==> src/sv/bfc_pkg.sv <==
`default_nettype none

package bfc_pkg;

    localparam int BFC_STRING_POSITIONS = 65536;
    localparam int BFC_QUEUE_DEPTH      = 4;
    localparam int BFC_MAX_RESULTS      = 4;
    localparam int BFC_CNT_W            = $clog2(BFC_MAX_RESULTS + 1);
    localparam int BFC_SEL_W            = $clog2(BFC_MAX_RESULTS);

    localparam logic [7:0] CHAR_OPEN  = 8'h7B;
    localparam logic [7:0] CHAR_CLOSE = 8'h7D;
    localparam logic [7:0] CHAR_COLON = 8'h3A;
    localparam logic [7:0] CHAR_ZERO  = 8'h30;
    localparam logic [7:0] CHAR_NINE  = 8'h39;

    localparam logic [15:0] LEN_MAX = 16'hFFFF;

    typedef enum logic [2:0] {
        DIAG_OPEN   = 3'd0,
        DIAG_CLOSE  = 3'd1,
        DIAG_PARSE  = 3'd2,
        DIAG_BOUNDS = 3'd3,
        DIAG_DONE   = 3'd4
    } diag_t;

    typedef enum logic [1:0] {
        BR_NONE  = 2'd0,
        BR_OPEN  = 2'd1,
        BR_CLOSE = 2'd2
    } brace_t;

    typedef struct packed {
        diag_t       code;
        logic [15:0] position;
    } result_t;

    typedef struct packed {
        logic [BFC_CNT_W-1:0]            count;
        result_t [BFC_MAX_RESULTS-1:0]   res;
    } bundle_t;

endpackage

`default_nettype wire

==> src/sv/brace_format_string_checker_unit.sv <==
// Brace format string checker.
// Input stream (s_): one byte of the format string per transaction in
// s_tdata[7:0]; s_tlast marks the final byte of the string.
// Output stream (m_): one diagnostic per transaction. m_tdata[2:0] is the
// code (unmatched open, unmatched close, unparsable index, index out of
// bounds, done), m_tdata[18:3] the byte offset, upper bits zero. m_tlast
// is high on the done diagnostic that ends each string.
// cfg_we/cfg_wdata load the argument count; write it only while idle.
// Throughput: one byte per cycle while the queue has room and one
// diagnostic per cycle while m_tready is high. A byte raises up to three
// diagnostics, drained one a cycle, so a burst of them can slow the input.
// With the queue empty and the output idle, a byte is parsed in the cycle
// it is taken and its bundle is written into the queue; the first
// diagnostic then loads the output register that drives m_tvalid.
// A bundle queue between the parser and the output serializer absorbs
// stalls; s_tready drops only when the queue is full.
// Reset clears the parse state, the queue and the argument count.
`default_nettype none

module brace_format_string_checker_unit
    import bfc_pkg::*;
#(
    parameter int STRING_POSITIONS = BFC_STRING_POSITIONS,
    parameter int QUEUE_DEPTH      = BFC_QUEUE_DEPTH
) (
    input  wire logic        aclk,
    input  wire logic        aresetn,
    input  wire logic        s_tvalid,
    output logic             s_tready,
    input  wire logic [7:0]  s_tdata,   // [7:0] char_byte
    input  wire logic        s_tlast,
    output logic             m_tvalid,
    input  wire logic        m_tready,
    output logic [23:0]      m_tdata,   // [2:0] diag_code, [18:3] position
    output logic             m_tlast,
    input  wire logic        cfg_we,
    input  wire logic [7:0]  cfg_wdata
);

    logic    q_full, q_push, q_pop, q_empty;
    bundle_t q_in, q_head;

    bfc_front #(
        .STRING_POSITIONS(STRING_POSITIONS)
    ) u_front (
        .aclk      (aclk),
        .aresetn   (aresetn),
        .s_tvalid  (s_tvalid),
        .s_tready  (s_tready),
        .s_tdata   (s_tdata),
        .s_tlast   (s_tlast),
        .cfg_we    (cfg_we),
        .cfg_wdata (cfg_wdata),
        .q_full    (q_full),
        .q_push    (q_push),
        .q_data    (q_in)
    );

    bfc_queue #(
        .QUEUE_DEPTH(QUEUE_DEPTH)
    ) u_queue (
        .aclk      (aclk),
        .aresetn   (aresetn),
        .push      (q_push),
        .push_data (q_in),
        .full      (q_full),
        .pop       (q_pop),
        .head      (q_head),
        .empty     (q_empty)
    );

    bfc_back u_back (
        .aclk     (aclk),
        .aresetn  (aresetn),
        .head     (q_head),
        .empty    (q_empty),
        .pop      (q_pop),
        .m_tvalid (m_tvalid),
        .m_tready (m_tready),
        .m_tdata  (m_tdata),
        .m_tlast  (m_tlast)
    );

endmodule

`default_nettype wire

==> src/sv/bfc_front.sv <==
`default_nettype none

module bfc_front
    import bfc_pkg::*;
#(
    parameter int STRING_POSITIONS = BFC_STRING_POSITIONS
) (
    input  wire logic       aclk,
    input  wire logic       aresetn,
    input  wire logic       s_tvalid,
    output logic            s_tready,
    input  wire logic [7:0] s_tdata,
    input  wire logic       s_tlast,
    input  wire logic       cfg_we,
    input  wire logic [7:0] cfg_wdata,
    input  wire logic       q_full,
    output logic            q_push,
    output bundle_t         q_data
);

    localparam int PW = $clog2(STRING_POSITIONS);

    logic          accept;

    logic [7:0]    arg_count_reg;
    logic          field_open_reg,  field_open_next;
    logic [PW-1:0] open_pos_reg,    open_pos_next;
    brace_t        pend_reg,        pend_next;
    logic [PW-1:0] pend_pos_reg,    pend_pos_next;
    logic [PW-1:0] byte_pos_reg,    byte_pos_next;
    logic [15:0]   field_len_reg,   field_len_next;
    logic          colon_seen_reg,  colon_seen_next;
    logic          colon_first_reg, colon_first_next;
    logic          prefix_bad_reg,  prefix_bad_next;
    logic [63:0]   index_reg,       index_next;
    logic          overflow_reg,    overflow_next;

    logic [BFC_CNT_W-1:0]          n_res;
    result_t [BFC_MAX_RESULTS-1:0] res;

    function automatic logic [PW-1:0] pos_inc(input logic [PW-1:0] p);
        return (p == PW'(STRING_POSITIONS - 1)) ? '0 : p + 1'b1;
    endfunction

    assign s_tready = !q_full;
    assign accept   = s_tvalid && s_tready;

    always_comb begin
        brace_t        kind;
        logic [67:0]   sum;
        logic [PW-1:0] at;
        brace_t        bk;
        logic [PW-1:0] bpos;

        field_open_next  = field_open_reg;
        open_pos_next    = open_pos_reg;
        pend_next        = pend_reg;
        pend_pos_next    = pend_pos_reg;
        field_len_next   = field_len_reg;
        colon_seen_next  = colon_seen_reg;
        colon_first_next = colon_first_reg;
        prefix_bad_next  = prefix_bad_reg;
        index_next       = index_reg;
        overflow_next    = overflow_reg;
        byte_pos_next    = pos_inc(byte_pos_reg);
        n_res            = '0;
        res              = '0;
        sum              = '0;
        at               = '0;
        bk               = BR_NONE;
        bpos             = '0;

        kind = (s_tdata == CHAR_OPEN)  ? BR_OPEN :
               (s_tdata == CHAR_CLOSE) ? BR_CLOSE : BR_NONE;

        if (pend_reg != BR_NONE && kind == pend_reg) begin
            // escaped pair: two plain bytes, never a digit or colon
            if (field_open_next) begin
                if (!colon_seen_next) begin
                    prefix_bad_next = 1'b1;
                end
                field_len_next = (field_len_next >= LEN_MAX - 16'd1) ? LEN_MAX
                                 : field_len_next + 16'd2;
            end
            pend_next = BR_NONE;
        end else begin
            if (pend_reg != BR_NONE) begin
                bk   = pend_reg;
                bpos = pend_pos_reg;
                if (bk == BR_OPEN) begin
                    if (field_open_next) begin
                        res[n_res[BFC_SEL_W-1:0]].code     = DIAG_OPEN;
                        res[n_res[BFC_SEL_W-1:0]].position = 16'(open_pos_next);
                        n_res = n_res + 1'b1;
                    end
                    field_open_next = 1'b1;
                    open_pos_next   = bpos;
                end else begin
                    if (!field_open_next) begin
                        res[n_res[BFC_SEL_W-1:0]].code     = DIAG_CLOSE;
                        res[n_res[BFC_SEL_W-1:0]].position = 16'(bpos);
                        n_res = n_res + 1'b1;
                    end else if (field_len_next != 16'd0) begin
                        at = pos_inc(open_pos_next);
                        if (colon_first_next || prefix_bad_next || overflow_next) begin
                            res[n_res[BFC_SEL_W-1:0]].code     = DIAG_PARSE;
                            res[n_res[BFC_SEL_W-1:0]].position = 16'(at);
                            n_res = n_res + 1'b1;
                        end else if (index_next >= {56'd0, arg_count_reg}) begin
                            res[n_res[BFC_SEL_W-1:0]].code     = DIAG_BOUNDS;
                            res[n_res[BFC_SEL_W-1:0]].position = 16'(at);
                            n_res = n_res + 1'b1;
                        end
                    end
                    field_open_next = 1'b0;
                end
                field_len_next   = '0;
                colon_seen_next  = 1'b0;
                colon_first_next = 1'b0;
                prefix_bad_next  = 1'b0;
                index_next       = '0;
                overflow_next    = 1'b0;
                pend_next        = BR_NONE;
            end
            if (kind != BR_NONE) begin
                pend_next     = kind;
                pend_pos_next = byte_pos_reg;
            end else if (field_open_next) begin
                if (!colon_seen_next) begin
                    if (s_tdata == CHAR_COLON) begin
                        colon_seen_next  = 1'b1;
                        colon_first_next = (field_len_next == 16'd0);
                    end else if (s_tdata >= CHAR_ZERO && s_tdata <= CHAR_NINE) begin
                        sum = {index_next, 3'b000} + {3'b000, index_next, 1'b0}
                              + {60'd0, s_tdata - CHAR_ZERO};
                        if (sum[67:64] != 4'd0) begin
                            overflow_next = 1'b1;
                        end else begin
                            index_next = sum[63:0];
                        end
                    end else begin
                        prefix_bad_next = 1'b1;
                    end
                end
                if (field_len_next != LEN_MAX) begin
                    field_len_next = field_len_next + 16'd1;
                end
            end
        end

        if (s_tlast) begin
            if (pend_next != BR_NONE) begin
                bk   = pend_next;
                bpos = pend_pos_next;
                if (bk == BR_OPEN) begin
                    if (field_open_next) begin
                        res[n_res[BFC_SEL_W-1:0]].code     = DIAG_OPEN;
                        res[n_res[BFC_SEL_W-1:0]].position = 16'(open_pos_next);
                        n_res = n_res + 1'b1;
                    end
                    field_open_next = 1'b1;
                    open_pos_next   = bpos;
                end else begin
                    if (!field_open_next) begin
                        res[n_res[BFC_SEL_W-1:0]].code     = DIAG_CLOSE;
                        res[n_res[BFC_SEL_W-1:0]].position = 16'(bpos);
                        n_res = n_res + 1'b1;
                    end else if (field_len_next != 16'd0) begin
                        at = pos_inc(open_pos_next);
                        if (colon_first_next || prefix_bad_next || overflow_next) begin
                            res[n_res[BFC_SEL_W-1:0]].code     = DIAG_PARSE;
                            res[n_res[BFC_SEL_W-1:0]].position = 16'(at);
                            n_res = n_res + 1'b1;
                        end else if (index_next >= {56'd0, arg_count_reg}) begin
                            res[n_res[BFC_SEL_W-1:0]].code     = DIAG_BOUNDS;
                            res[n_res[BFC_SEL_W-1:0]].position = 16'(at);
                            n_res = n_res + 1'b1;
                        end
                    end
                    field_open_next = 1'b0;
                end
            end
            if (field_open_next) begin
                res[n_res[BFC_SEL_W-1:0]].code     = DIAG_OPEN;
                res[n_res[BFC_SEL_W-1:0]].position = 16'(open_pos_next);
                n_res = n_res + 1'b1;
            end
            res[n_res[BFC_SEL_W-1:0]].code     = DIAG_DONE;
            res[n_res[BFC_SEL_W-1:0]].position = 16'd0;
            n_res = n_res + 1'b1;

            field_open_next  = 1'b0;
            open_pos_next    = '0;
            pend_next        = BR_NONE;
            pend_pos_next    = '0;
            byte_pos_next    = '0;
            field_len_next   = '0;
            colon_seen_next  = 1'b0;
            colon_first_next = 1'b0;
            prefix_bad_next  = 1'b0;
            index_next       = '0;
            overflow_next    = 1'b0;
        end
    end

    assign q_push       = accept && (n_res != '0);
    assign q_data.count = n_res;
    assign q_data.res   = res;

    always_ff @(posedge aclk) begin
        if (!aresetn) begin
            arg_count_reg <= '0;
        end else if (cfg_we) begin
            arg_count_reg <= cfg_wdata;
        end
    end

    always_ff @(posedge aclk) begin
        if (!aresetn) begin
            field_open_reg  <= 1'b0;
            open_pos_reg    <= '0;
            pend_reg        <= BR_NONE;
            pend_pos_reg    <= '0;
            byte_pos_reg    <= '0;
            field_len_reg   <= '0;
            colon_seen_reg  <= 1'b0;
            colon_first_reg <= 1'b0;
            prefix_bad_reg  <= 1'b0;
            index_reg       <= '0;
            overflow_reg    <= 1'b0;
        end else if (accept) begin
            field_open_reg  <= field_open_next;
            open_pos_reg    <= open_pos_next;
            pend_reg        <= pend_next;
            pend_pos_reg    <= pend_pos_next;
            byte_pos_reg    <= byte_pos_next;
            field_len_reg   <= field_len_next;
            colon_seen_reg  <= colon_seen_next;
            colon_first_reg <= colon_first_next;
            prefix_bad_reg  <= prefix_bad_next;
            index_reg       <= index_next;
            overflow_reg    <= overflow_next;
        end
    end

endmodule

`default_nettype wire

==> src/sv/bfc_queue.sv <==
`default_nettype none

module bfc_queue
    import bfc_pkg::*;
#(
    parameter int QUEUE_DEPTH = BFC_QUEUE_DEPTH
) (
    input  wire logic    aclk,
    input  wire logic    aresetn,
    input  wire logic    push,
    input  wire bundle_t push_data,
    output logic         full,
    input  wire logic    pop,
    output bundle_t      head,
    output logic         empty
);

    localparam int AW = $clog2(QUEUE_DEPTH);
    localparam int CW = $clog2(QUEUE_DEPTH + 1);

    bundle_t         slot_reg [QUEUE_DEPTH];
    logic [AW-1:0]   wr_ptr_reg, wr_ptr_next;
    logic [AW-1:0]   rd_ptr_reg, rd_ptr_next;
    logic [CW-1:0]   count_reg,  count_next;
    logic            do_push, do_pop;

    function automatic logic [AW-1:0] ptr_inc(input logic [AW-1:0] p);
        return (p == AW'(QUEUE_DEPTH - 1)) ? '0 : p + 1'b1;
    endfunction

    assign full    = (count_reg == CW'(QUEUE_DEPTH));
    assign empty   = (count_reg == '0);
    assign head    = slot_reg[rd_ptr_reg];
    assign do_push = push && !full;
    assign do_pop  = pop && !empty;

    always_comb begin
        wr_ptr_next = do_push ? ptr_inc(wr_ptr_reg) : wr_ptr_reg;
        rd_ptr_next = do_pop  ? ptr_inc(rd_ptr_reg) : rd_ptr_reg;
        count_next  = count_reg;
        if (do_push && !do_pop) begin
            count_next = count_reg + 1'b1;
        end else if (do_pop && !do_push) begin
            count_next = count_reg - 1'b1;
        end
    end

    always_ff @(posedge aclk) begin
        if (do_push) begin
            slot_reg[wr_ptr_reg] <= push_data;
        end
    end

    always_ff @(posedge aclk) begin
        if (!aresetn) begin
            wr_ptr_reg <= '0;
            rd_ptr_reg <= '0;
            count_reg  <= '0;
        end else begin
            wr_ptr_reg <= wr_ptr_next;
            rd_ptr_reg <= rd_ptr_next;
            count_reg  <= count_next;
        end
    end

endmodule

`default_nettype wire

==> src/sv/bfc_back.sv <==
`default_nettype none

module bfc_back
    import bfc_pkg::*;
(
    input  wire logic        aclk,
    input  wire logic        aresetn,
    input  wire bundle_t     head,
    input  wire logic        empty,
    output logic             pop,
    output logic             m_tvalid,
    input  wire logic        m_tready,
    output logic [23:0]      m_tdata,
    output logic             m_tlast
);

    logic [BFC_SEL_W-1:0] sel_reg, sel_next;
    logic                 out_valid_reg, out_valid_next;
    result_t              out_res_reg;
    logic                 load;
    logic                 at_end;

    assign load   = !empty && (!out_valid_reg || m_tready);
    assign at_end = (BFC_CNT_W'(sel_reg) + 1'b1) == head.count;
    assign pop    = load && at_end;

    always_comb begin
        sel_next       = sel_reg;
        out_valid_next = out_valid_reg;
        if (load) begin
            sel_next       = at_end ? '0 : sel_reg + 1'b1;
            out_valid_next = 1'b1;
        end else if (m_tready) begin
            out_valid_next = 1'b0;
        end
    end

    always_ff @(posedge aclk) begin
        if (load) begin
            out_res_reg <= head.res[sel_reg];
        end
    end

    always_ff @(posedge aclk) begin
        if (!aresetn) begin
            sel_reg       <= '0;
            out_valid_reg <= 1'b0;
        end else begin
            sel_reg       <= sel_next;
            out_valid_reg <= out_valid_next;
        end
    end

    assign m_tvalid = out_valid_reg;
    assign m_tdata  = {5'b00000, out_res_reg.position, out_res_reg.code};
    assign m_tlast  = (out_res_reg.code == DIAG_DONE);

endmodule

`default_nettype wire

==> config.mk <==
export PLATFORM = sky130hd
export DESIGN_NAME = brace_format_string_checker_unit
export DESIGN_NICKNAME = d
export VERILOG_FILES = /design/src/sv/bfc_pkg.sv /design/src/sv/brace_format_string_checker_unit.sv /design/src/sv/bfc_front.sv /design/src/sv/bfc_queue.sv /design/src/sv/bfc_back.sv
export SDC_FILE = /design/constraint.sdc
export NUM_CORES = 1
export LEC_CHECK = 0
export BUFFER_PORTS_ARGS = -buffer_cell sky130_fd_sc_hd__buf_2
export CORE_ASPECT_RATIO = 0.75
export CORE_MARGIN = 1
export CORE_UTILIZATION = 40
export DETAILED_ROUTE_END_ITERATION = 6
export HOLD_SLACK_MARGIN = 0.05
export RECOVER_POWER = 100
export SETUP_SLACK_MARGIN = 0.1
export SYNTH_ARGS = -nofsm -noshare
export SYNTH_HDL_FRONTEND = slang
export SYNTH_SLANG_ARGS = --single-unit
==> constraint.sdc <==
create_clock -name aclk -period 34.7 [get_ports aclk]
set_clock_uncertainty 0.2 [all_clocks]
set_input_delay 3.47 -clock aclk [delete_from_list [all_inputs] [get_ports aclk]]
set_output_delay 3.47 -clock aclk [all_outputs]
set_load 0.005 [all_outputs]
==> out/results.tsv <==
stage	metric	value	unit
detailed_routing	drc_errors	5	
die	rows	86	
cts	cts_buffer_depth	3	
cells_and_area	regArea	12700	um^2
logic_synthesis	ys_seq_area_share	42.3	%
sta	fin_crit	16.46	ns
logic_synthesis	netlist_area	30000	um^2
die	dieArea	76100	um^2
detailed_routing	drtPass1Iterations	7	
worst_setup_path	startpoint_type	primary input	
sta	hold_violations	0	
die	top_level_ports	49	
cells_and_area	largest_register_ff_count	300	
logic_synthesis	synth.ff_latch_count	474	
logic_synthesis	netlist_top_cells_area	edfxtp_1 32%, dfxtp_1 10%, mux4_2 6.9%	
logic_synthesis	synth_flop_cell	edfxtp_1	
logic_synthesis	synth.yosys.warnings	0	
detailed_routing	postRouteAntennaNets	0	
detailed_routing	routedWlPerCell	25.6	um
die	die_h	239	um
cells_and_area	fillers	7048	
worst_setup_path	critPathKind	primary input to register	
cts	cts_resized	0	
cells_and_area	multi_input_area	16300	um^2
detailed_routing	vias	25200	
logic_synthesis	syn_inst	3051	
global_routing	grt_overflow	0	
global_routing	grt_pass1_wl	155000	um
die	coreArea	73800	um^2
cts	post_cts_buffers	0	
worst_setup_path	rr_startpoint	u_front.pend_reg[0]$_SDFFE_PN0P_	
die	initial_core_util	40.7	%
cts	clk_latency	0.62	ns
worst_setup_path	cp.required	34.84	ns
global_routing	grt_pass1_vias	24000	
hold_path	hp-class	register to register	
logic_synthesis	synth.distinct_cells	97	
outcome	violations	design-rule violations, max-capacitance violations, max-slew violations	
placed_design	port-buffer-count	43	
outcome	status	finished with violations	
sta	slew_headroom	-146	%
worst_setup_path	crit_arrival	16.60	ns
global_routing	grt_max_degree	88	
cts	numCtsBuffers	50	
die	fp.dieW	318	um
cells_and_area	drive_above_1_share	8.85	%
sta	worstMarginPinSlew	3.69	ns
worst_setup_path	critPathLaunch	s_tdata[4]	
worst_setup_path	cp_slowest_cell	a2111oi_0	
cts	clockRootBuffer	clkbuf_16	
cts	ctsHoldBuffers	0	
worst_setup_path	cpPeakStageDelay	1.57	ns
sta	setup_viol	0	
cts	clkTransAtPathRegs	0.06	ns
placed_design	placed_area	31200	um^2
cells_and_area	design_area	32600	um^2
power_and_ir_drop	ir_worst_vdd	0.0000387	V
hold_path	min-delay-start	u_front.index_reg[44]$_SDFFE_PN0P_	
detailed_routing	wirelength	103000	um
worst_setup_path	worst_setup_path_end_kind	register	
sta	max_freq	60.8	MHz
cts	cts.sinks	474	
worst_setup_path	crit_path_frequent_cell	ha_1	
sta	fin_crit_sh	47.4	%
logic_synthesis	synth_most_common_cell	edfxtp_1	
logic_synthesis	synth_edf_count	319	
sta	drv_slew	537	
cts	htreeDepth	2	
detailed_routing	vias_per_cell	6.24	
sta	setup-tns-final	0	ns
logic_synthesis	async_reset_ff_share	0	%
sta	rsz0062_at_grt	false	
cts	cts_tree	built	
logic_synthesis	synth_top_area_cell	edfxtp_1	
logic_synthesis	syn_avg_cell_area	9.84	um^2
global_routing	grt_usage	26.9	%
cells_and_area	nNetsFinal	3213	
placed_design	gp_congestion	1.00	
run	drv_cap	13	
cells_and_area	area_growth_syn_to_layout	8.65	%
power_and_ir_drop	leakage	11.5	nW
detailed_routing	drt_iter0_drc	3064	
logic_synthesis	netlist_top_cells_count	319 x edfxtp_1, 315 x nand2_1, 246 x nor2_1, 212 x a21oi_1, 200 x o21ai_0	
logic_synthesis	synth_top_area_share	31.9	%
worst_setup_path	critPathMaxFanout	19	
placed_design	hpwl	75700	um
power_and_ir_drop	power_density	42.1	nW/um^2
global_routing	grt_antenna_before_repair	0	
==> routing by layer <==
layer	global-route usage, %	vias up	wire, um
met5	0	-	0
met4	5.88	0	1840
met3	7.53	128	11500
met2	35.9	1210	39900
met1	42.1	12400	50000
li1	-	11400	-
==> cells in the final DEF, fill, tap and decap left out, types with 17 or more instances in the layout <==
cell       netlist  routed
and2_0           2      23
buf_4           10      37
nand3_1         67      68
nand2b_1        22      22
o21ai_0        200     206
ha_1           163     163
xor2_1          49      49
mux4_2          92      92
nand2_1        315     314
nor3_1          56      55
a211oi_1        27      27
mux2i_1         44      44
and3_1          20      20
xnor2_1         51      51
o31ai_1         17      17
clkbuf_16        0      50
edfxtp_1       319     319
o211ai_1        23      23
and2_1         107      86
nand4_1         56      56
a21o_1          25      25
buf_2           22      26
a22oi_1         81      81
dfxtp_1        155     154
clkbuf_1       141      48
nor2_1         246     244
inv_1           68      68
a21oi_1        212     211
nor2b_1        104     104
a31oi_1         22      21
a21boi_0        19      19
nor4_1          25      25
==> critical path: cells and delay by family <==
kind / cells / cell delay (ns)
compound gates: 16 / 5.80
fa+ha+maj: 7 / 2.45
simple gates: 18 / 3.79
buf+inv: 6 / 0.91
xor+xnor: 1 / 0.16
==> final timing paths <==
check	slack [ns]	end	cells past startpoint
worst max-delay path	18.24	u_queue.slot_reg[2][12]$_DFFE_PP_	48
worst min-delay path	0.29	u_front.index_reg[44]$_SDFFE_PN0P_	2
worst max register to register	19.96	u_queue.slot_reg[2][12]$_DFFE_PP_	48
worst min register to register	0.29	u_front.index_reg[44]$_SDFFE_PN0P_	2
==> layout make-up <==
type | instances | share of cell area, %
clock inverters | 30 | 0.798
clock buffers | 62 | 4.04
well taps | 968 | 3.71
inverters | 71 | 0.817
repair buffers | 101 | 1.69
flip-flops and latches | 474 | 38.9
multi-input cells | 2323 | 50.0
diodes | 1 | 0.00767
==> power breakdown <==
| group | total, mW | switching, mW | internal [mW] |
|---|---|---|---|
| combinational | 0.187 | 0.107 | 0.0800 |
| sequential | 0.660 | 0.0180 | 0.642 |
| clock | 0.528 | 0.239 | 0.288 |
| total | 1.37 | 0.364 | 1.01 |
==> cells by family after synthesis <==
| group | after synthesis | synth area share [%] |
|---|---|---|
| adder cells (fa/ha/maj) | 170 | 7.26 |
| AO/OA/AOI/OAI | 806 | 17.2 |
| buffers and inverters | 258 | 3.47 |
| flip-flops | 474 | 42.3 |
| XOR/XNOR | 100 | 2.92 |
| multiplexers | 142 | 8.60 |
| other | 1 | 0.0125 |
| AND/OR/NAND/NOR | 1100 | 18.3 |
==> through the flow <==
stage | power, mW | setup WS (ns) | util, % | hold WS (ns) | instances
6_report | 1.37 | 18.24 | 44.2 | 0.290 | 4030
3_3_place_gp | 0.858 | 19.51 | 42.3 | 0.263 | 3937
5_1_grt | 1.42 | 17.51 | 44.2 | 0.319 | 4029
4_1_cts | 1.39 | 19.77 | 44.4 | 0.285 | 4029
2_1_floorplan | 0.792 | 21.81 | - | 0.246 | 3055
3_5_place_dp | 0.863 | 19.19 | 42.3 | 0.274 | 3937
(Power assumes the default switching activity.)
